$ cat config.mk
export PLATFORM = sky130hd
export DESIGN_NAME = tkrc_cell
export DESIGN_NICKNAME = d
export VERILOG_FILES = /design/src/rtl/tkrc_pkg.sv /design/src/rtl/tkrc_cell.sv
export SDC_FILE = /design/constraint.sdc
export NUM_CORES = 1
export LEC_CHECK = 0
export ABC_AREA = 0
export BUFFER_PORTS_ARGS = -buffer_cell sky130_fd_sc_hd__buf_2
export CORE_AREA = 4 4 257 259
export DETAILED_ROUTE_END_ITERATION = 10
export DIE_AREA = 0 0 261 263
export MAX_ROUTING_LAYER = met4
export PLACE_DENSITY_LB_ADDON = 0.12
export SETUP_SLACK_MARGIN = 0.5
export SKIP_CTS_REPAIR_TIMING = 1
export SYNTH_ARGS = -nofsm -noshare
export SYNTH_HDL_FRONTEND = slang
export SYNTH_SLANG_ARGS = --single-unit
$ cat constraint.sdc
create_clock -name clk_i -period 2.8 [get_ports clk_i]
set_input_delay 0.28 -clock clk_i [delete_from_list [all_inputs] [get_ports clk_i]]
set_output_delay 0.28 -clock clk_i [all_outputs]
set_load 0.005 [all_outputs]
$ cat src/rtl/tkrc_pkg.sv
// Shared constants and types for the keyed route cache.
package tkrc_pkg;

  localparam int unsigned ENTRIES   = 32;
  localparam int unsigned IDX_W     = (ENTRIES > 1) ? $clog2(ENTRIES) : 1;
  localparam int unsigned KEY_W     = 64;
  localparam int unsigned ROUTE_W   = 64;
  localparam int unsigned TIME_W    = 48;
  localparam int unsigned TTL_W     = 32;
  localparam int unsigned OP_W      = 2;
  localparam int unsigned RES_IDX_W = 5;
  localparam int unsigned CFG_IDX_W = 1;
  localparam int unsigned IN_W      = 184;
  localparam int unsigned OUT_W     = 72;

  localparam logic [TIME_W-1:0] TIME_MAX = {TIME_W{1'b1}};

  localparam logic [OP_W-1:0] OP_QUERY   = 2'd0;
  localparam logic [OP_W-1:0] OP_FOUND   = 2'd1;
  localparam logic [OP_W-1:0] OP_MISSING = 2'd2;

  localparam logic [CFG_IDX_W-1:0] REG_FOUND_TTL   = 1'b0;
  localparam logic [CFG_IDX_W-1:0] REG_MISSING_TTL = 1'b1;

  localparam logic [TTL_W-1:0] FOUND_TTL_RST   = 32'd3600000;
  localparam logic [TTL_W-1:0] MISSING_TTL_RST = 32'd900000;

  // Key and time seen by every cell during a scan
  typedef struct packed {
    logic              key_nz;
    logic [KEY_W-1:0]  key;
    logic [TIME_W-1:0] now;
  } probe_t;

  // Running search result handed from cell to cell
  typedef struct packed {
    logic               valid;
    logic               match;
    logic [IDX_W-1:0]   match_idx;
    logic [TIME_W-1:0]  match_exp;
    logic [ROUTE_W-1:0] match_route;
    logic               free;
    logic [IDX_W-1:0]   free_idx;
    logic               best_have;
    logic [TIME_W-1:0]  best_exp;
    logic [IDX_W-1:0]   best_idx;
  } scan_t;

  // Entry update broadcast to the row
  typedef struct packed {
    logic               en;
    logic [IDX_W-1:0]   idx;
    logic [KEY_W-1:0]   key;
    logic [ROUTE_W-1:0] route;
    logic [TIME_W-1:0]  exp;
  } wr_t;

endpackage

$ cat src/rtl/tkrc_cell.sv
// One table entry plus its stage of the search chain.
module tkrc_cell (
  input  logic                        clk_i,
  input  logic                        rst_ni,
  input  logic [tkrc_pkg::IDX_W-1:0]  cell_idx_i,
  input  tkrc_pkg::probe_t            probe_i,
  input  tkrc_pkg::wr_t               wr_i,
  input  tkrc_pkg::scan_t             scan_i,
  output tkrc_pkg::scan_t             scan_o
);
  import tkrc_pkg::*;

  logic [KEY_W-1:0]   key_q;
  logic [ROUTE_W-1:0] route_q;
  logic [TIME_W-1:0]  exp_q;
  scan_t              scan_d, scan_q;
  logic               hit, avail;

  assign hit   = probe_i.key_nz && (key_q == probe_i.key);
  assign avail = (key_q == '0) || (probe_i.now >= exp_q);

  always_comb begin
    scan_d = scan_i;
    if (!scan_i.match && hit) begin
      scan_d.match       = 1'b1;
      scan_d.match_idx   = cell_idx_i;
      scan_d.match_exp   = exp_q;
      scan_d.match_route = route_q;
    end
    if (!scan_i.free && avail) begin
      scan_d.free     = 1'b1;
      scan_d.free_idx = cell_idx_i;
    end
    // strict compare keeps the lowest index on ties
    if (!scan_i.best_have || (exp_q < scan_i.best_exp)) begin
      scan_d.best_have = 1'b1;
      scan_d.best_exp  = exp_q;
      scan_d.best_idx  = cell_idx_i;
    end
  end

  always_ff @(posedge clk_i or negedge rst_ni) begin
    if (!rst_ni) begin
      key_q   <= '0;
      route_q <= '0;
      exp_q   <= '0;
      scan_q  <= '0;
    end else begin
      scan_q <= scan_d;
      if (wr_i.en && (wr_i.idx == cell_idx_i)) begin
        key_q   <= wr_i.key;
        route_q <= wr_i.route;
        exp_q   <= wr_i.exp;
      end
    end
  end

  assign scan_o = scan_q;

endmodule

==> summary.txt, run 1 <==
Die
  • Core Rows: 93
  • Die Wd: approximately 260 microns
  • Core area: between 60000 and 70000 sq um
  • Die span in y: around 260 microns
  • IO Count: 660
  • Initial Util: 0.255
  • Die ar.: just under 70000 sq um

Timing
  • Final Max Tran Viols: 0
  • Fmax: approximately 340 MHz
  • Clock skew: around 0.018 ns
  • Tmin final: 2.94 ns
  • Relative slew slack: 0.598
  • Fin crit share: 1.05
  • Fin Setup TNS: -10.60 ns
  • Fin Hold WS: -0.0129 ns
  • Worst-Margin Slew: 0.603 ns
  • Setup Viol. Count Final: around 120
  • Setup repair after global routing missed its margin: yes
  • Setup slack after layout: -0.144 ns
  • Hold violation count in the final report: 3

Job
  • MaxCap Viol Count: 0

Pwr
  • Pleak: approximately 0.013 uW
  • Switch share: 0.321
  • NetSw: roughly 6300 uW
  • Clock share of power: 0.290
  • Seq pwr share: 0.383
  • Gate power share: 0.327
  • VDD IR max: roughly 0.44 mV
  • Pwr per Cell Area: 719 nW/um^2
  • Int Power: 13300 uW

Placed design
  • Pre-CTS setup slack: -0.214 ns
  • GPL Wtd Cong: ~0.87
  • Detailed Place HPWL: 55000 microns
  • IO buf count: between 600 and 700
  • Inst Count DP: roughly 2900

Final layout
  • Most frequent cells in the layout: buf_2 (658), dfrtp_1 (350), dlygate4sd3_1 (318)
  • Commonest non-fill, non-tap cell in the layout: buf_2
  • Non-filler cells, final: approximately 3300
  • Area grow syn2layout: 67.9%
  • NumNets Final: 2981
  • Layout cells sized above 1: 0.479
  • Final Core Density: 0.428

CTS
  • Root cell of the clock tree: clkbuf_16
  • Max clock buf depth: 3
  • Clock tree sinks: roughly 360
  • Worst-path clk slew: approximately 0.06 ns
  • CTS Buf Count: 45
  • CTS tree: yes
  • H-Tree Depth: 2
  • Clk_lat worst skew: between 0.5 and 0.6 ns

Setup path
  • Arr. time, crit path: approximately 3.4 ns
  • FF-to-FF setup slack: -0.14 ns
  • CP Cell Sequence: inv_1 -> o22ai_2 -> a2111o_1 -> or4b_4 -> or4_4 -> nor2_8 -> buf_12 -> buf_12 -> mux2_2
  • Worst Setup Start Kind: flop
  • Maximum single-stage delay on the critical path: around 0.53 ns
  • CP most frequent cell: buf_12
  • Worst setup path category: flop to flop
  • Crit-path slowest cell: or4b_4
  • Crit-path max FO: 13
  • Worst Setup End Kind: flop
  • Worst path required time: around 3.3 ns
  • Reg2reg path depth: 9

Run status
  • Status: complete, but fails checks
  • Violated checks: negative hold slack, negative setup slack

Logic synthesis
  • Top cells by area, synth: dfrtp_1 (54%), mux2_2 (15%), ha_1 (7.3%)
  • Async SR Flop Fraction: 1.00
  • Cell count after synthesis: 1297
  • Yosys warns: 0
  • Synth Net Count: approximately 1900
  • Synth Flop Type: dfrtp_1
  • Synth cell types: 49
  • Post-synth EDFFs: 0
  • Seq/Total Area, Yosys: 0.545
  • Synth Register Bits: roughly 360
  • Syn_area_per_cell: approximately 13 sq um
  • Post-Synthesis Cell Area: approximately 16000 sq um
  • Yosys top cell by area: dfrtp_1
  • Share of the synthesized area in the top cell type: 0.545

Routing
  • Via density: around 4.4
  • Antenna-violating nets left: 0
  • DRC: 0
  • Vias: ~15000
  • WL/cell: ~22 microns
  • Starting DRT DRC Count: 570
  • DRT Pass-1 Iters: 5
  • Final WL: 71900 microns

Global routing
  • Total Routing Usage GR: 0.195
  • Pin count of the biggest net entering global routing: 88
  • First-pass GRT wire length: roughly 97000 microns
  • Vias in the first global route: 14565
  • GRT overflow: 0
  • Initial antenna violation count: 32

Worst hold path
  • WHS Path Cells: 3
  • Min-Delay Path Class: input port to flop
-- cells in the mapped netlist (10+ instances only) --
cell / instances
clkbuf_1: 25
nand3_1: 11
mux2_1: 30
o21ai_0: 68
nand4_1: 22
nor4_1: 29
inv_1: 127
dfrtp_1: 355
a21oi_1: 37
mux2_2: 215
xor2_1: 33
a21o_1: 10
mux2i_1: 47
nand2_1: 80
ha_1: 95
xnor2_1: 18
-- final timing paths --
kind / from / to
max: key_q[45] / scan_o[78]
min: scan_i[32] / scan_o[32]
max reg2reg: key_q[45] / scan_o[78]
min reg2reg: route_q[26] / route_q[26]
max in group asynchronous: rst_ni / route_q[30]
min in group asynchronous: rst_ni / scan_o[143]
-- state kept, by name (all words and copies together) (netlist names) --
name / count
route_q: 64
key_q: 64
scan_o: 179
exp_q: 48
-- critical path, delay by kind of cell, from the launching register on --
kind / cells / cell delay [ns]
simple gates: 3 / 1.19
compound gates: 2 / 0.47
buf+inv: 3 / 0.43
flops: 1 / 0.37
mux: 1 / 0.34
-- layer usage --
metal	track usage	wire length [microns]	vias up
li1	-	-	6810
met3	0.0652	4200	96
met5	-	0	-
met1	0.213	28500	7213
met2	0.337	37500	460
met4	0.0566	1720	0
-- area by class of cell --
cell class              instances  area, sq um
diodes                         30         75.1
clock buffers                  65         1250
clock inverters                14          174
fillers                      6169        36500
inverters                     127          477
multi-input cells             771         7510
flip-flops and latches        355         8890
well taps                     855         1070
repair buffers               1105         7920
-- cell families after synthesis --
group | synth area share
mux | 0.198
simple gates | 0.0526
xor+xnor | 0.0274
fa+ha+maj | 0.0729
buf+inv | 0.0431
other cells | 0.000230
compound gates | 0.0608
flops | 0.545
-- through the flow --
step / power [uW] / instance area [sq um] / hold WS (ns)
2_1_floorplan: 10100 / 16400 / -0.0156
3_3_place_gp: 12700 / 21400 / 0.283
3_5_place_dp: 12800 / 21400 / 0.290
4_1_cts: 18700 / 22800 / -0.335
5_1_grt: 20900 / 27400 / 0.00231
6_report: 19700 / 27400 / -0.0129
-- power by group through the flow --
| stage | combinational, uW | clock [uW] | sequential, uW |
|---|---|---|---|
| final | 6430 | 5710 | 7530 |
| after global routing | 7110 | 6130 | 7690 |
| after CTS | 5230 | 5920 | 7500 |
| after detailed placement | 5200 | 0 | 7580 |
| after global placement | 5150 | 0 | 7580 |
| after floorplan | 2800 | 0 | 7260 |
(Power assumes the default switching activity.)
==> run 2, diff against run 1 <==
--- a/config.mk
+++ b/config.mk
@@ -7,9 +7,11 @@
 export LEC_CHECK = 0
 export ABC_AREA = 0
 export BUFFER_PORTS_ARGS = -buffer_cell sky130_fd_sc_hd__buf_2
-export CORE_AREA = 4 4 257 259
+export CELL_PAD_IN_SITES_DETAIL_PLACEMENT = 0
+export CELL_PAD_IN_SITES_GLOBAL_PLACEMENT = 1
+export CORE_AREA = 4 4 252 254
 export DETAILED_ROUTE_END_ITERATION = 10
-export DIE_AREA = 0 0 261 263
+export DIE_AREA = 0 0 256 258
 export MAX_ROUTING_LAYER = met4
 export PLACE_DENSITY_LB_ADDON = 0.12
 export SETUP_SLACK_MARGIN = 0.5
==> run 2 against run 1 <==
Net effect:
- the flow finishes with violations (negative setup slack)
- count of clock-buffer cells in the layout decreased by 2
- largest power group unchanged
- flip-flop and latch count unchanged
- die area decreased by 3.8%
- combinational power increased by 5.1%
- global-route usage increased by 1.1 points
- first-iteration DRC count increased by 1.2%
- worst hold slack improved by 0.017 ns
- critical path depth decreased by 1
- critical endpoint is now scan_o[113]
- design area decreased by 0.26%
- largest cell class unchanged
- highest routed layer unchanged
==> summary.txt, run 2 (synthesis results as in run 1) <==
Run status
  • Status: complete, but fails checks
  • Violated checks: negative setup slack

Timing
  • Worst-Margin Slew: around 0.74 ns
  • Fmax: 340 MHz
  • Setup Viol. Count Final: roughly 120
  • Setup slack after layout: -0.145 ns
  • Relative slew slack: 0.508
  • Fin crit share: 1.05
  • Hold violation count in the final report: 0
  • Setup repair after global routing missed its margin: yes
  • Tmin final: just under 3 ns
  • Final Max Tran Viols: 0
  • Clock skew: ~0.030 ns

CTS
  • Max clock buf depth: 3
  • Root cell of the clock tree: clkbuf_16
  • Worst-path clk slew: 0.06 ns
  • H-Tree Depth: 2
  • Clock tree sinks: between 300 and 400
  • CTS Buf Count: between 40 and 50
  • Clk_lat worst skew: between 0.5 and 0.6 ns
  • CTS tree: yes

Placed design
  • Pre-CTS setup slack: -0.188 ns
  • Detailed Place HPWL: 55700 microns
  • IO buf count: roughly 660
  • GPL Wtd Cong: about 0.87

Setup path
  • Worst path required time: 3.27 ns
  • R2R Path Start: key_q[7]
  • Worst Setup Start Kind: flop
  • Arr. time, crit path: 3.41 ns
  • Worst Setup End Kind: flop
  • Crit-path slowest cell: or4b_1
  • Maximum single-stage delay on the critical path: 0.51 ns
  • Crit path buf inv count: 2
  • CP startpoint: key_q[7]
  • Crit-path max FO: 26
  • CP Cell Sequence: a22o_1 -> a2111o_1 -> or4b_1 -> or4_4 -> nor2_8 -> buf_12 -> buf_16 -> mux2_2
  • Worst setup path category: flop to flop
  • Worst path top cell family by delay: simple AND/OR/NAND/NOR gates

Final layout
  • Commonest non-fill, non-tap cell in the layout: buf_2
  • Most frequent cells in the layout: buf_2 (658), dfrtp_1 (354), dlygate4sd3_1 (326)
  • Layout cells sized above 1: 0.480
  • Largest register FFs: 179
  • Area grow syn2layout: 67.4%
  • Final Core Density: 0.446
  • NumNets Final: between 3000 and 4000

Routing
  • Antenna-violating nets left: 0
  • Vias: around 15000
  • Final WL: around 71000 microns
  • DRC: 0
  • DRT Pass-1 Iters: 5
  • Via density: 4.43
  • WL/cell: 21.6 microns
  • Starting DRT DRC Count: 577

Global routing
  • Pin count of the biggest net entering global routing: between 70 and 80
  • First-pass GRT wire length: between 90000 and 100000 microns
  • Vias in the first global route: roughly 14000
  • Initial antenna violation count: 25
  • GRT overflow: 0
  • Total Routing Usage GR: 0.206

Worst hold path
  • Hold path startpoint: scan_i[19]
  • Min-Delay Path Class: input port to flop

Die
  • IO Count: 660
  • Die Wd: ~260 microns
  • Die ar.: between 60000 and 70000 sq um
  • Initial Util: 0.266
  • Core area: roughly 61000 sq um
  • Die span in y: 258 microns
  • Core Rows: 91

Pwr
  • VDD IR max: ~0.5 mV
  • Total power: roughly 20000 uW
  • Pwr per Cell Area: roughly 740 nW/um^2
  • Pleak: around 0.013 uW

Job
  • MaxCap Viol Count: 0
[run 2: changes by cell type in the layout (fill, tap and decap cells not counted), moves of 6 or more]
cell | previous run | this run
buf_6 | 7 | 15
buf_4 | 88 | 111
dlygate4sd3_1 | 318 | 326
inv_1 | 118 | 109
inv_2 | 9 | 15
mux2_1 | 10 | 28
mux2_2 | 168 | 208
mux2_4 | 67 | 9
diode_2 | 30 | 22
buf_12 | 23 | 17
[run 2: worst register-to-register path, delay by kind of cell, from the launching register on]
family / cells / cell delay [ns]
AOI/OAI and AO/OA: 2 / 0.56
DFF: 1 / 0.37
muxes: 1 / 0.39
buffers and inverters: 2 / 0.35
and+or+nand+nor: 3 / 1.16
[run 2: per-stage QoR]
step / setup TNS (ns) / hold slack (ns) / instance area (sq um) / instances
final: -10.03 / 0.00411 / 27300 / 3282
after global routing: -22.47 / 0.00131 / 27300 / 3282
after CTS: -17.80 / -0.266 / 23000 / 2896
after global placement: -14.27 / 0.352 / 21500 / 2815
after floorplan: 0 / -0.0156 / 16400 / 1297
after detailed placement: -21.64 / 0.355 / 21500 / 2815
[run 2: layout make-up]
class	count	area (sq um)
Sequential cell	355	8880
Fill cell	5937	34000
Timing Repair Buffer	1136	8090
Clock inverter	18	249
Inverter	127	484
Tap cell	790	988
Clock buffer	63	1250
Multi-Input combinational cell	771	7300
Antenna cell	22	55.1
[run 2: path summary, 6_finish.rpt]
kind	to	slack [ns]	depth (start not counted)
min in group asynchronous	scan_o[145]	0.33	2
max	scan_o[113]	-0.15	8
max in group asynchronous	key_q[49]	1.62	3
max reg2reg	scan_o[113]	-0.15	8
min	scan_o[19]	0.004	3
min reg2reg	scan_o[123]	0.50	1
[run 2: layer usage]
layer	share of wire	vias to the layer above	routed length, microns	track usage
li1	-	6879	-	-
met1	0.40	7166	28600	0.233
met2	0.52	429	36900	0.360
met3	0.057	81	4040	0.0631
met4	0.019	0	1340	0.0503
met5	0	-	0	-
[run 2: power by group]
group / total [uW] / internal (uW) / switching (uW)
clock: 5930 / 3580 / 2340
combinational: 6760 / 3650 / 3110
sequential: 7440 / 6510 / 925
==> run 3, diff against run 2 <==
--- a/config.mk
+++ b/config.mk
@@ -10,10 +10,11 @@
 export CELL_PAD_IN_SITES_DETAIL_PLACEMENT = 0
 export CELL_PAD_IN_SITES_GLOBAL_PLACEMENT = 1
 export CORE_AREA = 4 4 252 254
+export CTS_CLUSTER_DIAMETER = 100
 export DETAILED_ROUTE_END_ITERATION = 10
 export DIE_AREA = 0 0 256 258
 export MAX_ROUTING_LAYER = met4
-export PLACE_DENSITY_LB_ADDON = 0.12
+export PLACE_DENSITY = 0.74
 export SETUP_SLACK_MARGIN = 0.5
 export SKIP_CTS_REPAIR_TIMING = 1
 export SYNTH_ARGS = -nofsm -noshare
==> run 3 against run 2 <==
Net effect:
- the flow still finishes with violations (negative setup slack)
- design area shrank 1.1%
- sequential power is 1% higher
- clock power shrank 2%
- cell count shrank 1.4%
- worst hold slack improved by 0.0028 ns
- power shrank 2.4%
- wire length is 4.7% lower
- first-iteration DRC count rose by 30%
- critical path type unchanged
- largest cell class unchanged
==> summary.txt, run 3 (synthesis results as in run 1) <==
Final layout
  • Sequential Area: slightly below 9000 sq um
  • Commonest non-fill, non-tap cell in the layout: buf_2
  • Final Core Density: 0.441
  • Post-route cell area: 27000 sq um
  • NumNets Final: just under 3000
  • Layout cells sized above 1: 0.468
  • Footprint of the multi-input gates: ~7300 sq um
  • Area grow syn2layout: 65.7%
  • Most frequent cells in the layout: buf_2 (658), dfrtp_1 (353), dlygate4sd3_1 (323)
  • Fill cells: 5590
  • Non-filler cells, final: about 3200
  • Largest register FFs: between 150 and 200

Run status
  • Violated checks: negative setup slack
  • Status: complete, but fails checks

Timing
  • Setup slack after layout: -0.146 ns
  • Tmin final: about 2.9 ns
  • Setup repair after global routing missed its margin: yes
  • Clock skew: about 0.028 ns
  • Fmax: about 340 MHz
  • Hold violation count in the final report: 0
  • Worst-Margin Slew: around 0.75 ns
  • Setup Viol. Count Final: between 150 and 200
  • Final Max Tran Viols: 0
  • Fin crit share: 1.05
  • Relative slew slack: 0.503

Placed design
  • GPL Wtd Cong: ~0.95
  • Placed cell areas: around 21000 sq um
  • Inst Count DP: about 2800
  • Detailed Place HPWL: between 50000 and 60000 microns
  • IO buf count: approximately 660

Routing
  • Antenna-violating nets left: 0
  • DRT Pass-1 Iters: 5
  • Final WL: between 60000 and 70000 microns
  • Starting DRT DRC Count: between 700 and 800
  • WL/cell: ~21 microns
  • DRC: 0
  • Vias: 14890
  • Via density: 4.60

Setup path
  • Crit-path max FO: 6
  • Arr. time, crit path: ~3.4 ns
  • Worst path required time: roughly 3.2 ns
  • Worst setup path category: flop to flop
  • Worst Setup End Kind: flop
  • Worst Setup Start Kind: flop

Global routing
  • First-pass GRT wire length: slightly above 90000 microns
  • Vias in the first global route: 14614
  • Total Routing Usage GR: 0.185
  • Initial antenna violation count: 11
  • GRT overflow: 0
  • Pin count of the biggest net entering global routing: 75

Pwr
  • NetSw: about 6300 uW
  • Gate power share: 0.322
  • Switch share: 0.321
  • Total power: ~20000 uW
  • Pleak: 0.0132 uW
  • Int Power: between 10000 and 15000 uW
  • Seq pwr share: 0.383
  • VDD IR max: around 0.54 mV
  • Clock share of power: 0.295
  • Pwr per Cell Area: roughly 730 nW/um^2

CTS
  • Root cell of the clock tree: clkbuf_16
  • Clock tree sinks: approximately 360
  • H-Tree Depth: 2
  • Clk_lat worst skew: 0.57 ns
  • CTS Buf Count: 43
  • Max clock buf depth: 3
  • Worst-path clk slew: 0.06 ns
  • CTS tree: yes

Die
  • Core area: 61300 sq um
  • Die ar.: around 66000 sq um
  • IO Count: 660
  • Die Wd: 256 microns
  • Die span in y: roughly 260 microns
  • Core Rows: 91
  • Initial Util: 0.266

Job
  • MaxCap Viol Count: 0

Worst hold path
  • Min-Delay Path Class: input port to flop
[run 3: power by group through the flow]
stage / Sequential [uW] / Clock, uW / Combinational, uW
CTS: 7500 / 5930 / 5150
floorplan: 7260 / 0 / 2800
global placement: 7550 / 0 / 5030
global route: 7650 / 6170 / 6910
detailed placement: 7580 / 0 / 5120
finish: 7530 / 5790 / 6330
[run 3: critical path, cell delays in order (launching register included)]
cell       delay (ns)
dfrtp_1          0.41
ha_1             0.29
and2_4           0.15
a221o_1          0.36
a2111oi_4        0.45
nand3_2          0.20
a21oi_4          0.27
o21ai_4          0.16
buf_6            0.16
clkbuf_16        0.16
mux2i_4          0.19
[run 3: per-layer routing]
layer,share of wire,wire length [microns],track usage
met2,0.52,35100,0.321
met1,0.38,25900,0.210
met3,0.066,4440,0.0506
met4,0.032,2150,0.0533
met5,0,0,-
[run 3: final timing paths]
| kind | startpoint | endpoint | slack [ns] | cells after the start |
|---|---|---|---|---|
| max | exp_q[18] | scan_o[39] | -0.15 | 10 |
| min in group asynchronous | rst_ni | key_q[19] | 0.32 | 2 |
| min | scan_i[15] | scan_o[15] | 0.007 | 3 |
| max in group asynchronous | rst_ni | exp_q[44] | 1.61 | 3 |
| min reg2reg | route_q[62] | route_q[62] | 0.50 | 1 |
| max reg2reg | exp_q[18] | scan_o[39] | -0.15 | 10 |
[run 3: metrics by stage]
step | setup TNS, ns | hold WS [ns] | setup WS [ns]
after floorplan | 0 | -0.0156 | 0.0961
after global placement | -33.77 | 0.331 | -0.475
after detailed placement | -40.44 | 0.343 | -0.474
after CTS | -37.83 | -0.268 | -0.454
after global routing | -25.97 | -0.000320 | -0.216
final | -11.61 | 0.00691 | -0.146
[run 3: area by class of cell]
cell class                      count  share of cell area
Tap cell                          790              0.0366
Clock inverter                     20             0.00922
Inverter                          127              0.0176
Multi-Input combinational cell    771               0.270
Timing Repair Buffer             1103               0.291
Clock buffer                       58              0.0456
Sequential cell                   355               0.329
Antenna cell                       11             0.00102
