--- config.mk ---
export PLATFORM = sky130hd
export DESIGN_NAME = tkrc_ctrl
export DESIGN_NICKNAME = d
export VERILOG_FILES = /design/src/rtl/tkrc_pkg.sv /design/src/rtl/tkrc_ctrl.sv
export SDC_FILE = /design/constraint.sdc
export NUM_CORES = 1
export LEC_CHECK = 0
export BUFFER_PORTS_ARGS = -buffer_cell sky130_fd_sc_hd__buf_2
export CAP_MARGIN = 20
export CORE_AREA = 4 4 366 368
export DETAILED_ROUTE_END_ITERATION = 8
export DIE_AREA = 0 0 370 372
export MAX_ROUTING_LAYER = met4
export PLACE_DENSITY_LB_ADDON = 0.25
export SYNTH_ARGS = -nofsm -noshare
export SYNTH_HDL_FRONTEND = slang
export SYNTH_SLANG_ARGS = --single-unit
--- constraint.sdc ---
create_clock -name clk_i -period 8.6 [get_ports clk_i]
set_input_delay 1.29 -clock clk_i [delete_from_list [all_inputs] [get_ports clk_i]]
set_output_delay 1.29 -clock clk_i [all_outputs]
set_load 0.03 [all_outputs]
--- src/rtl/tkrc_pkg.sv ---
// Shared constants and types for the keyed route cache.
package tkrc_pkg;

  localparam int unsigned ENTRIES   = 32;
  localparam int unsigned IDX_W     = (ENTRIES > 1) ? $clog2(ENTRIES) : 1;
  localparam int unsigned KEY_W     = 64;
  localparam int unsigned ROUTE_W   = 64;
  localparam int unsigned TIME_W    = 48;
  localparam int unsigned TTL_W     = 32;
  localparam int unsigned OP_W      = 2;
  localparam int unsigned RES_IDX_W = 5;
  localparam int unsigned CFG_IDX_W = 1;
  localparam int unsigned IN_W      = 184;
  localparam int unsigned OUT_W     = 72;

  localparam logic [TIME_W-1:0] TIME_MAX = {TIME_W{1'b1}};

  localparam logic [OP_W-1:0] OP_QUERY   = 2'd0;
  localparam logic [OP_W-1:0] OP_FOUND   = 2'd1;
  localparam logic [OP_W-1:0] OP_MISSING = 2'd2;

  localparam logic [CFG_IDX_W-1:0] REG_FOUND_TTL   = 1'b0;
  localparam logic [CFG_IDX_W-1:0] REG_MISSING_TTL = 1'b1;

  localparam logic [TTL_W-1:0] FOUND_TTL_RST   = 32'd3600000;
  localparam logic [TTL_W-1:0] MISSING_TTL_RST = 32'd900000;

  // Key and time seen by every cell during a scan
  typedef struct packed {
    logic              key_nz;
    logic [KEY_W-1:0]  key;
    logic [TIME_W-1:0] now;
  } probe_t;

  // Running search result handed from cell to cell
  typedef struct packed {
    logic               valid;
    logic               match;
    logic [IDX_W-1:0]   match_idx;
    logic [TIME_W-1:0]  match_exp;
    logic [ROUTE_W-1:0] match_route;
    logic               free;
    logic [IDX_W-1:0]   free_idx;
    logic               best_have;
    logic [TIME_W-1:0]  best_exp;
    logic [IDX_W-1:0]   best_idx;
  } scan_t;

  // Entry update broadcast to the row
  typedef struct packed {
    logic               en;
    logic [IDX_W-1:0]   idx;
    logic [KEY_W-1:0]   key;
    logic [ROUTE_W-1:0] route;
    logic [TIME_W-1:0]  exp;
  } wr_t;

endpackage

--- src/rtl/tkrc_ctrl.sv ---
// Request sequencing, TTL registers, result decode and output register.
module tkrc_ctrl (
  input  logic                                clk_i,
  input  logic                                rst_ni,
  input  logic                                cfg_valid_i,
  output logic                                cfg_ready_o,
  input  logic [tkrc_pkg::CFG_IDX_W-1:0]      cfg_index_i,
  input  logic [tkrc_pkg::TTL_W-1:0]          cfg_data_i,
  input  logic                                in_valid_i,
  output logic                                in_ready_o,
  input  logic [tkrc_pkg::OP_W-1:0]           opcode_i,
  input  logic [tkrc_pkg::KEY_W-1:0]          callsign_key_i,
  input  logic [tkrc_pkg::ROUTE_W-1:0]        route_in_i,
  input  logic [tkrc_pkg::TIME_W-1:0]         now_ms_i,
  output logic                                out_valid_o,
  input  logic                                out_ready_i,
  output logic                                route_hit_o,
  output logic [tkrc_pkg::ROUTE_W-1:0]        route_out_o,
  output logic                                lookup_due_o,
  output logic                                entry_written_o,
  output logic [tkrc_pkg::RES_IDX_W-1:0]      entry_index_o,
  output tkrc_pkg::probe_t                    probe_o,
  output tkrc_pkg::scan_t                     head_o,
  input  tkrc_pkg::scan_t                     tail_i,
  output tkrc_pkg::wr_t                       wr_o
);
  import tkrc_pkg::*;

  typedef enum logic [1:0] {
    ST_IDLE,
    ST_SCAN,
    ST_DONE
  } state_e;

  state_e             state_q;
  logic [TTL_W-1:0]   found_ttl_q, missing_ttl_q;
  logic [OP_W-1:0]    op_q;
  logic [KEY_W-1:0]   key_q;
  logic [ROUTE_W-1:0] route_q;
  logic [TIME_W-1:0]  now_q;
  logic [TIME_W-1:0]  exp_q;
  logic               start_q;
  scan_t              res_q;
  wr_t                wr_q;
  logic               out_valid_q;
  logic               hit_q, due_q, written_q;
  logic [ROUTE_W-1:0] rout_q;
  logic [RES_IDX_W-1:0] oidx_q;

  logic                in_acc, out_free, finish;
  logic [TTL_W-1:0]    ttl_sel;
  logic [TIME_W:0]     exp_sum;
  logic [TIME_W-1:0]   exp_d;
  logic                hit_d, due_d, wr_d;
  logic [ROUTE_W-1:0]  rout_d;
  logic [IDX_W-1:0]    idx_d;
  logic [IDX_W+RES_IDX_W-1:0] idx_wide;

  assign cfg_ready_o = 1'b1;
  assign in_ready_o  = (state_q == ST_IDLE);
  assign in_acc      = in_valid_i && in_ready_o;
  assign out_free    = !out_valid_q || out_ready_i;
  assign finish      = (state_q == ST_DONE) && out_free;

  // expiry for a mark, saturated at the top of the time range
  assign ttl_sel = (opcode_i == OP_FOUND) ? found_ttl_q : missing_ttl_q;
  assign exp_sum = (TIME_W+1)'(now_ms_i) + (TIME_W+1)'(ttl_sel);
  assign exp_d   = exp_sum[TIME_W] ? TIME_MAX : exp_sum[TIME_W-1:0];

  assign probe_o = '{key_nz: (key_q != '0), key: key_q, now: now_q};

  always_comb begin
    head_o           = '0;
    head_o.valid     = start_q;
  end

  always_comb begin
    hit_d  = 1'b0;
    due_d  = 1'b0;
    wr_d   = 1'b0;
    rout_d = '0;
    idx_d  = '0;
    case (op_q)
      OP_QUERY: begin
        if (key_q != '0) begin
          if (res_q.match) begin
            idx_d = res_q.match_idx;
            if (now_q >= res_q.match_exp) begin
              due_d = 1'b1;
            end else if (res_q.match_route != '0) begin
              hit_d  = 1'b1;
              rout_d = res_q.match_route;
            end
          end else begin
            due_d = 1'b1;
          end
        end
      end
      OP_FOUND, OP_MISSING: begin
        if (key_q != '0) begin
          wr_d = 1'b1;
          if (res_q.match) idx_d = res_q.match_idx;
          else if (res_q.free) idx_d = res_q.free_idx;
          else idx_d = res_q.best_idx;
        end
      end
      default: begin
      end
    endcase
  end

  assign idx_wide = {{RES_IDX_W{1'b0}}, idx_d};

  always_ff @(posedge clk_i or negedge rst_ni) begin
    if (!rst_ni) begin
      state_q       <= ST_IDLE;
      found_ttl_q   <= FOUND_TTL_RST;
      missing_ttl_q <= MISSING_TTL_RST;
      start_q       <= 1'b0;
      wr_q          <= '0;
      out_valid_q   <= 1'b0;
    end else begin
      if (cfg_valid_i) begin
        case (cfg_index_i)
          REG_FOUND_TTL:   found_ttl_q   <= cfg_data_i;
          REG_MISSING_TTL: missing_ttl_q <= cfg_data_i;
          default: begin
          end
        endcase
      end
      start_q <= in_acc;
      wr_q.en <= finish && wr_d;
      if (finish) begin
        wr_q.idx   <= idx_d;
        wr_q.key   <= key_q;
        wr_q.route <= (op_q == OP_FOUND) ? route_q : '0;
        wr_q.exp   <= exp_q;
      end
      if (finish) out_valid_q <= 1'b1;
      else if (out_ready_i) out_valid_q <= 1'b0;
      case (state_q)
        ST_IDLE: if (in_acc) state_q <= ST_SCAN;
        ST_SCAN: if (tail_i.valid) state_q <= ST_DONE;
        ST_DONE: if (out_free) state_q <= ST_IDLE;
        default: state_q <= ST_IDLE;
      endcase
    end
  end

  always_ff @(posedge clk_i) begin
    if (in_acc) begin
      op_q    <= opcode_i;
      key_q   <= callsign_key_i;
      route_q <= route_in_i;
      now_q   <= now_ms_i;
      exp_q   <= exp_d;
    end
    if ((state_q == ST_SCAN) && tail_i.valid) res_q <= tail_i;
    if (finish) begin
      hit_q     <= hit_d;
      due_q     <= due_d;
      written_q <= wr_d;
      rout_q    <= rout_d;
      oidx_q    <= idx_wide[RES_IDX_W-1:0];
    end
  end

  assign wr_o            = wr_q;
  assign out_valid_o     = out_valid_q;
  assign route_hit_o     = hit_q;
  assign route_out_o     = rout_q;
  assign lookup_due_o    = due_q;
  assign entry_written_o = written_q;
  assign entry_index_o   = oidx_q;

endmodule

==> results.toml, run 1 <==
[outcome]
outcome = "finished, final reports clean"

[yosys]
postSynthCellCount = 2227
mappedNetlistArea_um2 = 28400
yosysUniqueCellTypes = 66
avgSynthCellArea_um2 = 12.7
ys_async_sr_fraction = 0.369
yosys.area.top_type_share = 0.452
ys_seq_elements = 677
yosysSeqAreaShare = 0.673
synth_area_leaders = "edfxtp_1 (45%), dfrtp_1 (20%), nand2_1 (7.0%)"
yosysTopAreaCell = "edfxtp_1"
ys.flop_type = "edfxtp_1"
synth_warnings = 0
synth-edff-count = 427

[place]
dp.cells = 4642
hpwlAfterDp_um = 77700
pre_cts_ws_ps = 2620
gp_congestion = 0.797
place_area_um2 = 33400
port_buffers = 715

[clock_network]
clk_latency_ps = 690
clk_root_buffer_cell = "clkbuf_16"
cts_tree = "done"
hold_buffers = 0
cts_setup_buffers = 0
cts_buffers = 86
h-tree-depth = 3
cts_resized = 0
clkSinkCount = 677
clk_pin_slew_worst_paths_ps = 60
clock_path_buffers = 3

[global_route]
grt_use_met2 = 0.246
grt_pass1_wl_um = 142000
grt_max_degree = 148
globalRouteOverflowTotal = 0
met1_usage = 0.178
grtUsageMet3 = 0.0459
grt_pass1_vias = 19100
grt_usage = 0.148
grt_busiest_layer = "met2"
antenna_found_initial = 20

[timing]
max_freq_mhz = 192
fin_crit_ps = 5200
tightest_slew_ps = 1140
finalMaxSlewViolations = 0
fin_setup_tns_ps = 0
fin_ws_ps = 3400
rsz0062_at_grt = "no"
finalSetupViolations = 0
fin_crit_sh = 0.604
finalHoldViolCount = 0
skew_ps = 38.4
slew_headroom = 0.234

[route]
vias = 19000
drt.antenna.violating_nets = 0
wl_um = 103000
dr.pass1.iters = 5
wire_per_inst_um = 21.4
drc_errors = 0
viasPerCell = 3.95
drtIter0Drc = 1065

[cells_and_area]
layout-drive-gt1-share = 0.332
final_cells = 4817
stdcell_area_um2 = 36400
synthToLayoutAreaGrowth_pct = 28.4
fin_nets = 3457
final_cell_mix = "buf_2 (714), nand2_1 (533), edfxtp_1 (427), dfrtp_1 (228), conb_1 (179)"
mostFrequentLayoutCell = "buf_2"

[worst_setup_path]
critPathCaptureType = "flop"
cp_data_required_time_ps = 9150
ff2ff_setup_slack_ps = 4520
cp-start-kind = "input pin"
r2r_cells = 8
crit_fanout = 38
arrival_ps = 5750
r2r_end = "wr_o[180]"
path_class = "in -> reg"
reg2reg_from = "key_q[30]"
crit_path_end = "exp_q[23]"
crit_start = "opcode_i[1]"

[power]
peakVddDrop_mv = 0.191
total_power_uw = 11000
leakage_uw = 0.0164
power_density_nw_per_um2 = 302

[die]
die_area_um2 = 138000
die_h_um = 372
rows = 133
core_um2 = 131000
initial_core_util = 0.217
die_w_um = 370
ios = 944

[min_path]
hold_class = "reg -> reg"

[flow_run]
cap_violations = 0
==> routing by layer <==
metal	vias up	routed length, um	part of all wire
met5	-	0	0
met4	0	1890	0.018
met3	119	8030	0.078
met2	626	50700	0.49
met1	9355	42300	0.41
li1	8915	-	-
==> how the worst min path moves through the flow <==
stage | start | end | slack [ps] | cells past startpoint
2_1_floorplan | exp_q[0] | wr_o[0] | 410 | 2
3_3_place_gp | exp_q[18] | wr_o[18] | 420 | 2
3_5_place_dp | exp_q[12] | wr_o[12] | 420 | 2
4_1_cts | exp_q[18] | wr_o[18] | 430 | 2
5_1_grt | exp_q[17] | wr_o[17] | 460 | 2
6_report | exp_q[21] | wr_o[21] | 430 | 2
==> registers in the layout, summed over array words and instances, names as in the netlist, 2 cells and up <==
register       flops
wr_o             182
found_ttl_q       32
key_q             64
route_q           64
op_q               2
route_out_o       64
exp_q             48
state_q            2
now_q             48
missing_ttl_q     32
res_q            129
entry_index_o      5
==> synth_stat cells, types with 8 or more instances <==
master	count
nand2_1	533
nand4_1	23
edfxtp_1	427
buf_1	16
inv_1	70
ha_1	86
a21o_1	28
nor2_1	31
dfstp_2	22
nand3_1	79
nor4_1	37
a31oi_1	11
xnor2_1	16
mux2_2	100
xor2_1	10
clkbuf_1	47
o21ai_0	36
nor3_1	8
nand2b_1	12
and2_1	72
a21oi_1	52
buf_4	183
dfrtp_1	228
==> stage by stage <==
stage	utilization	hold WS [ps]
3_5_place_dp	0.256	424
2_1_floorplan	-	415
4_1_cts	0.278	427
6_report	0.279	430
5_1_grt	0.278	460
3_3_place_gp	0.256	421
==> logic make-up (layout without fill, tap and decap cells) <==
kind of cell | after synthesis | in the layout | share of synthesized area
mux | 108 | 108 | 0.0426
other cells | 2 | 194 | 0.000265
buf+inv | 324 | 967 | 0.0676
xor+xnor | 26 | 26 | 0.00802
fa+ha+maj | 87 | 87 | 0.0386
compound gates | 175 | 175 | 0.0398
simple gates | 828 | 828 | 0.130
flops | 677 | 677 | 0.673
==> where the power goes <==
| group | total (uW) | internal [uW] | switching [uW] |
|---|---|---|---|
| Combinational | 2790 | 735 | 2060 |
| Sequential | 4450 | 4130 | 321 |
| Clock | 3770 | 2250 | 1520 |
==> worst max-delay path: stages <==
cell	delay (ps)
buf_2	110
nand2b_2	470
buf_4	370
mux2_2	240
ha_1	150
inv_1	60
fa_1	390
nand2b_1	190
a21oi_1	330
o21ai_1	150
o211ai_2	170
a31o_4	310
a211o_2	220
nand3_2	780
a21bo_1	460
==> cell type report <==
class	count	area, um^2
Antenna cell	15	37.5
Sequential cell	677	19100
Inverter	70	270
Clock buffer	115	2350
Multi-Input combinational cell	1403	8070
Timing Repair Buffer	737	3780
Clock inverter	45	614
Fill cell	13700	94400
Tap cell	1755	2200
Note: power is estimated with default switching activity, not from simulation.
==> inputs of run 2 (changes only) <==
==> constraint.sdc (replaced) <==
create_clock -name clk_i -period 5.14 [get_ports clk_i]
set_input_delay 0.771 -clock clk_i [delete_from_list [all_inputs] [get_ports clk_i]]
set_output_delay 0.771 -clock clk_i [all_outputs]
set_load 0.03 [all_outputs]
==> results.toml, run 2 (synthesized netlist as in run 1, its figures left out) <==
[cells_and_area]
filler_cell_count = 13800
final_cells = 4827
final_util = 0.278
final_cell_mix = "buf_2 (714), nand2_1 (533), edfxtp_1 (427), dfrtp_1 (228), conb_1 (179)"
fin_nets = 3461
synthToLayoutAreaGrowth_pct = 28.0
largest_reg_flops = 182
layout-drive-gt1-share = 0.331
mostFrequentLayoutCell = "buf_2"

[clock_network]
clk_root_buffer_cell = "clkbuf_16"
hold_buffers = 0
cts_buffers = 84
clk_pin_slew_worst_paths_ps = 60
cts_tree = "done"
clock_path_buffers = 3
clkSinkCount = 677
cts_setup_buffers = 0
clk_latency_ps = 680
h-tree-depth = 3
cts_resized = 0

[route]
drc_errors = 0
drt.antenna.violating_nets = 0
wl_um = 104000
drtIter0Drc = 1101
wire_per_inst_um = 21.5
viasPerCell = 3.98
vias = 19200
dr.pass1.iters = 5

[worst_setup_path]
crit_slowest_cell = "mux2_2"
path_cells = "buf_2 -> nand2b_2 -> buf_12 -> mux2_2 -> ha_1 -> a211oi_2 -> nor2_1 -> a211oi_2 -> o211ai_2 -> a31o_4 -> a211o_2 -> nand3_2 -> buf_12 -> a21bo_1"
critPathCaptureType = "flop"
arrival_ps = 4170
slowest_delay_ps = 390
path_buf_inv = 3
crit_fanout = 33
cp_data_required_time_ps = 5560
cp-start-kind = "input pin"
crit_family = "compound AO/OA/AOI/OAI gates"
path_class = "in -> reg"

[place]
gp_congestion = 0.799
dp.cells = 4648
port_buffers = 715
hpwlAfterDp_um = 78900

[timing]
finalHoldViolCount = 0
max_freq_mhz = 267
skew_ps = 25.8
tightest_slew_ps = 1070
rsz0062_at_grt = "no"
fin_setup_tns_ps = 0
hold-worst-slack_ps = 125
finalSetupViolations = 0
fin_crit_ps = 3740
finalMaxSlewViolations = 0
fin_crit_sh = 0.728
slew_headroom = 0.277

[global_route]
grt_usage = 0.148
grt_pass1_wl_um = 142000
globalRouteOverflowTotal = 0
grt_max_degree = 130
grt_pass1_vias = 19200
antenna_found_initial = 31

[power]
switching_power_uw = 6440
p_clk_frac = 0.325
p_int_uw = 11600
leakage_uw = 0.0163
total_power_uw = 18000
power.share.sequential = 0.413
comb_power_share = 0.261
swShare = 0.358
power_density_nw_per_um2 = 496
peakVddDrop_mv = 0.254

[die]
die_w_um = 370
core_um2 = 131000
die_area_um2 = 138000
initial_core_util = 0.217
rows = 133
ios = 944
die_h_um = 372

[outcome]
outcome = "finished, final reports clean"

[min_path]
hold_class = "in -> async"

[flow_run]
cap_violations = 0
==> run 2: cell types whose count changed in the layout (fill, tap and decap cells not counted), moves of 2 or more <==
cell,previous run,this run
clkinv_16,2,0
clkbuf_1,21,29
bufinv_16,10,3
inv_6,2,0
clkinv_8,1,4
diode_2,15,21
clkbuf_8,7,10
inv_8,3,1
clkinv_1,6,4
clkinvlp_4,3,5
buf_12,2,8
==> run 2: path summary, 6_finish.rpt <==
path	cells past startpoint	slack (ps)	from	end
max	14	1400	opcode_i[1]	exp_q[23]
min	1	130	rst_ni	found_ttl_q[16]
max reg2reg	10	1430	key_q[52]	wr_o[180]
min reg2reg	2	430	exp_q[5]	wr_o[5]
max in group asynchronous	2	3890	rst_ni	wr_o[97]
min in group clk_i	1	260	callsign_key_i[35]	key_q[35]
==> run 2: final cells by class <==
| type | instances | area (um^2) | area share |
|---|---|---|---|
| flip-flops and latches | 677 | 19100 | 0.526 |
| multi-input cells | 1403 | 8070 | 0.222 |
| repair buffers | 743 | 3900 | 0.107 |
| clock buffers | 125 | 2400 | 0.0660 |
| well taps | 1755 | 2200 | 0.0605 |
| clock inverters | 33 | 334 | 0.00920 |
| inverters | 70 | 270 | 0.00744 |
| diodes | 21 | 52.6 | 0.00145 |
==> run 2: worst register-to-register path: cells and delay by family, from the launching register on <==
family,cells,cell delay (ps)
flip-flops,1,410
AO/OA/AOI/OAI,1,490
multiplexers,1,270
buffers and inverters,2,350
AND/OR/NAND/NOR,6,2070
==> run 2: through the flow <==
| step | area, um^2 | setup WS [ps] |
|---|---|---|
| after floorplan | 29000 | 505 |
| after global placement | 33500 | 709 |
| after detailed placement | 33500 | 707 |
| after CTS | 36300 | 1290 |
| after global routing | 36300 | 1180 |
| final | 36300 | 1400 |
==> run 2: power by group through the flow <==
stage	clock network [uW]	logic (uW)	registers [uW]
after global placement	0	4800	7540
after detailed placement	0	4820	7540
final	5860	4700	7440
after global routing	6320	5090	7550
after CTS	6090	4830	7450
after floorplan	0	1680	8810
==> run 2: metal layers <==
layer / wire length, um / up-vias / part of all wire / track usage
li1: - / 8940 / - / -
met1: 42200 / 9478 / 0.41 / 0.175
met5: 0 / - / 0 / -
met3: 8170 / 124 / 0.079 / 0.0462
met2: 50600 / 667 / 0.49 / 0.246
met4: 2610 / 0 / 0.025 / 0.0398
==> inputs of run 3 (changes only) <==
==> constraint.sdc (replaced) <==
create_clock -name clk_i -period 3.5 [get_ports clk_i]
set_input_delay 0.525 -clock clk_i [delete_from_list [all_inputs] [get_ports clk_i]]
set_output_delay 0.525 -clock clk_i [all_outputs]
set_load 0.03 [all_outputs]
==> results.toml, run 3 (synthesized netlist as in run 1, its figures left out) <==
[power]
total_power_uw = 27000
leakage_uw = 0.0183
peakVddDrop_mv = 0.391
power_density_nw_per_um2 = 670

[worst_setup_path]
critPathCaptureType = "output pin"
r2r_cells = 13
cp_data_required_time_ps = 2970
cp_common_cell = "buf_4"
path_buf_inv = 4
path_class = "reg -> out"
path_cells = "nor4_1 -> buf_4 -> nand4_1 -> nor4_2 -> buf_4 -> inv_1 -> buf_2"
r2r_end = "route_out_o[28]"
crit_slowest_cell = "nor4_1"
crit_family = "simple AND/OR/NAND/NOR gates"
reg2reg_from = "now_q[37]"
crit_fanout = 3
arrival_ps = 2840
ff2ff_setup_slack_ps = 170
cp-start-kind = "flop"
slowest_delay_ps = 600

[route]
viasPerCell = 3.96
vias = 20800
drtIter0Drc = 1250
drc_errors = 0
dr.pass1.iters = 5
wire_per_inst_um = 20.6
drt.antenna.violating_nets = 0
wl_um = 108000

[cells_and_area]
fin_nets = 3884
final_cell_mix = "buf_2 (714), nand2_1 (533), edfxtp_1 (427), dlygate4sd3_1 (258), dfrtp_1 (228)"
mostFrequentLayoutCell = "buf_2"
largest_reg_flops = 182
synthToLayoutAreaGrowth_pct = 41.9
stdcell_area_um2 = 40300
layout-drive-gt1-share = 0.340

[place]
gp_congestion = 0.848
hpwlAfterDp_um = 82300
place_area_um2 = 34900
port_buffers = 715
pre_cts_ws_ps = -459

[clock_network]
clk_root_buffer_cell = "clkbuf_16"
h-tree-depth = 3
clk_pin_slew_worst_paths_ps = 60
cts_buffers = 84
clk_latency_ps = 680
cts_tree = "done"
clkSinkCount = 677
clock_path_buffers = 3

[die]
rows = 133
die_area_um2 = 138000
die_h_um = 372
initial_core_util = 0.217
die_w_um = 370
ios = 944
core_um2 = 131000

[timing]
hold-worst-slack_ps = 74.0
finalHoldViolCount = 0
finalSetupViolations = 0
slew_headroom = 0.428
finalMaxSlewViolations = 0
fin_crit_ps = 3370
fin_ws_ps = 134
fin_crit_sh = 0.962
tightest_slew_ps = 858
skew_ps = 37.2
max_freq_mhz = 297
rsz0062_at_grt = "no"

[global_route]
grt_pass1_vias = 21000
grt_max_degree = 119
grt_pass1_wl_um = 150000
grt_usage = 0.154
globalRouteOverflowTotal = 0
antenna_found_initial = 24

[flow_run]
cap_violations = 0

[min_path]
hp-start = "tail_i[93]"
min_path_cells = 1
hold-path-endpoint = "res_q[93]"
hold_class = "in -> reg"

[outcome]
outcome = "finished, final reports clean"
## run 3: routing by layer
layer  vias to the layer above  wire [um]  track usage
met5                         -          0            -
met4                         0       2420       0.0386
met3                       134       7910       0.0438
met2                       697      53000        0.256
met1                     10200      44600        0.186
li1                       9773          -            -
## run 3: power by group
part / total, uW / leakage, uW / internal, uW / switching (uW)
combinational: 7670 / 0.00983 / 2390 / 5280
sequential: 10900 / 0.00711 / 10100 / 714
clock: 8470 / 0.00131 / 4860 / 3610
total: 27000 / 0.0183 / 17400 / 9600
## run 3: layout make-up
| cell class | count | area [um^2] |
|---|---|---|
| Antenna cell | 18 | 45.0 |
| Inverter | 70 | 270 |
| Clock inverter | 42 | 374 |
| Timing Repair Buffer | 1166 | 7860 |
| Fill cell | 13600 | 90500 |
| Multi-Input combinational cell | 1403 | 8130 |
| Sequential cell | 677 | 19100 |
| Clock buffer | 114 | 2290 |
| Tap cell | 1755 | 2200 |
## run 3: metrics by stage
stage          cells  setup TNS, ps   util
6_report        5245              0  0.308
5_1_grt         5242              0  0.308
4_1_cts         5224              0  0.307
3_5_place_dp    4810         -16720  0.267
2_1_floorplan   2404              0      -
3_3_place_gp    4810         -16380  0.267
## run 3: worst max path at each step
stage                            to         from  depth (start not counted)
global placement          exp_q[39]  opcode_i[1]                         16
finish                 probe_o[112]    key_q[52]                          7
CTS                    probe_o[112]    key_q[52]                          7
floorplan                 exp_q[39]  opcode_i[1]                         15
detailed placement        exp_q[39]  opcode_i[1]                         14
global route        route_out_o[28]    now_q[37]                         14
## run 3: timing repair
action,CTS,global route
pin swaps,0,1
resized for setup,3,2
setup buffers,0,1
hold endpoints to repair,310,0
hold buffers,258,0
cloned,0,2
setup endpoints to repair,6,5
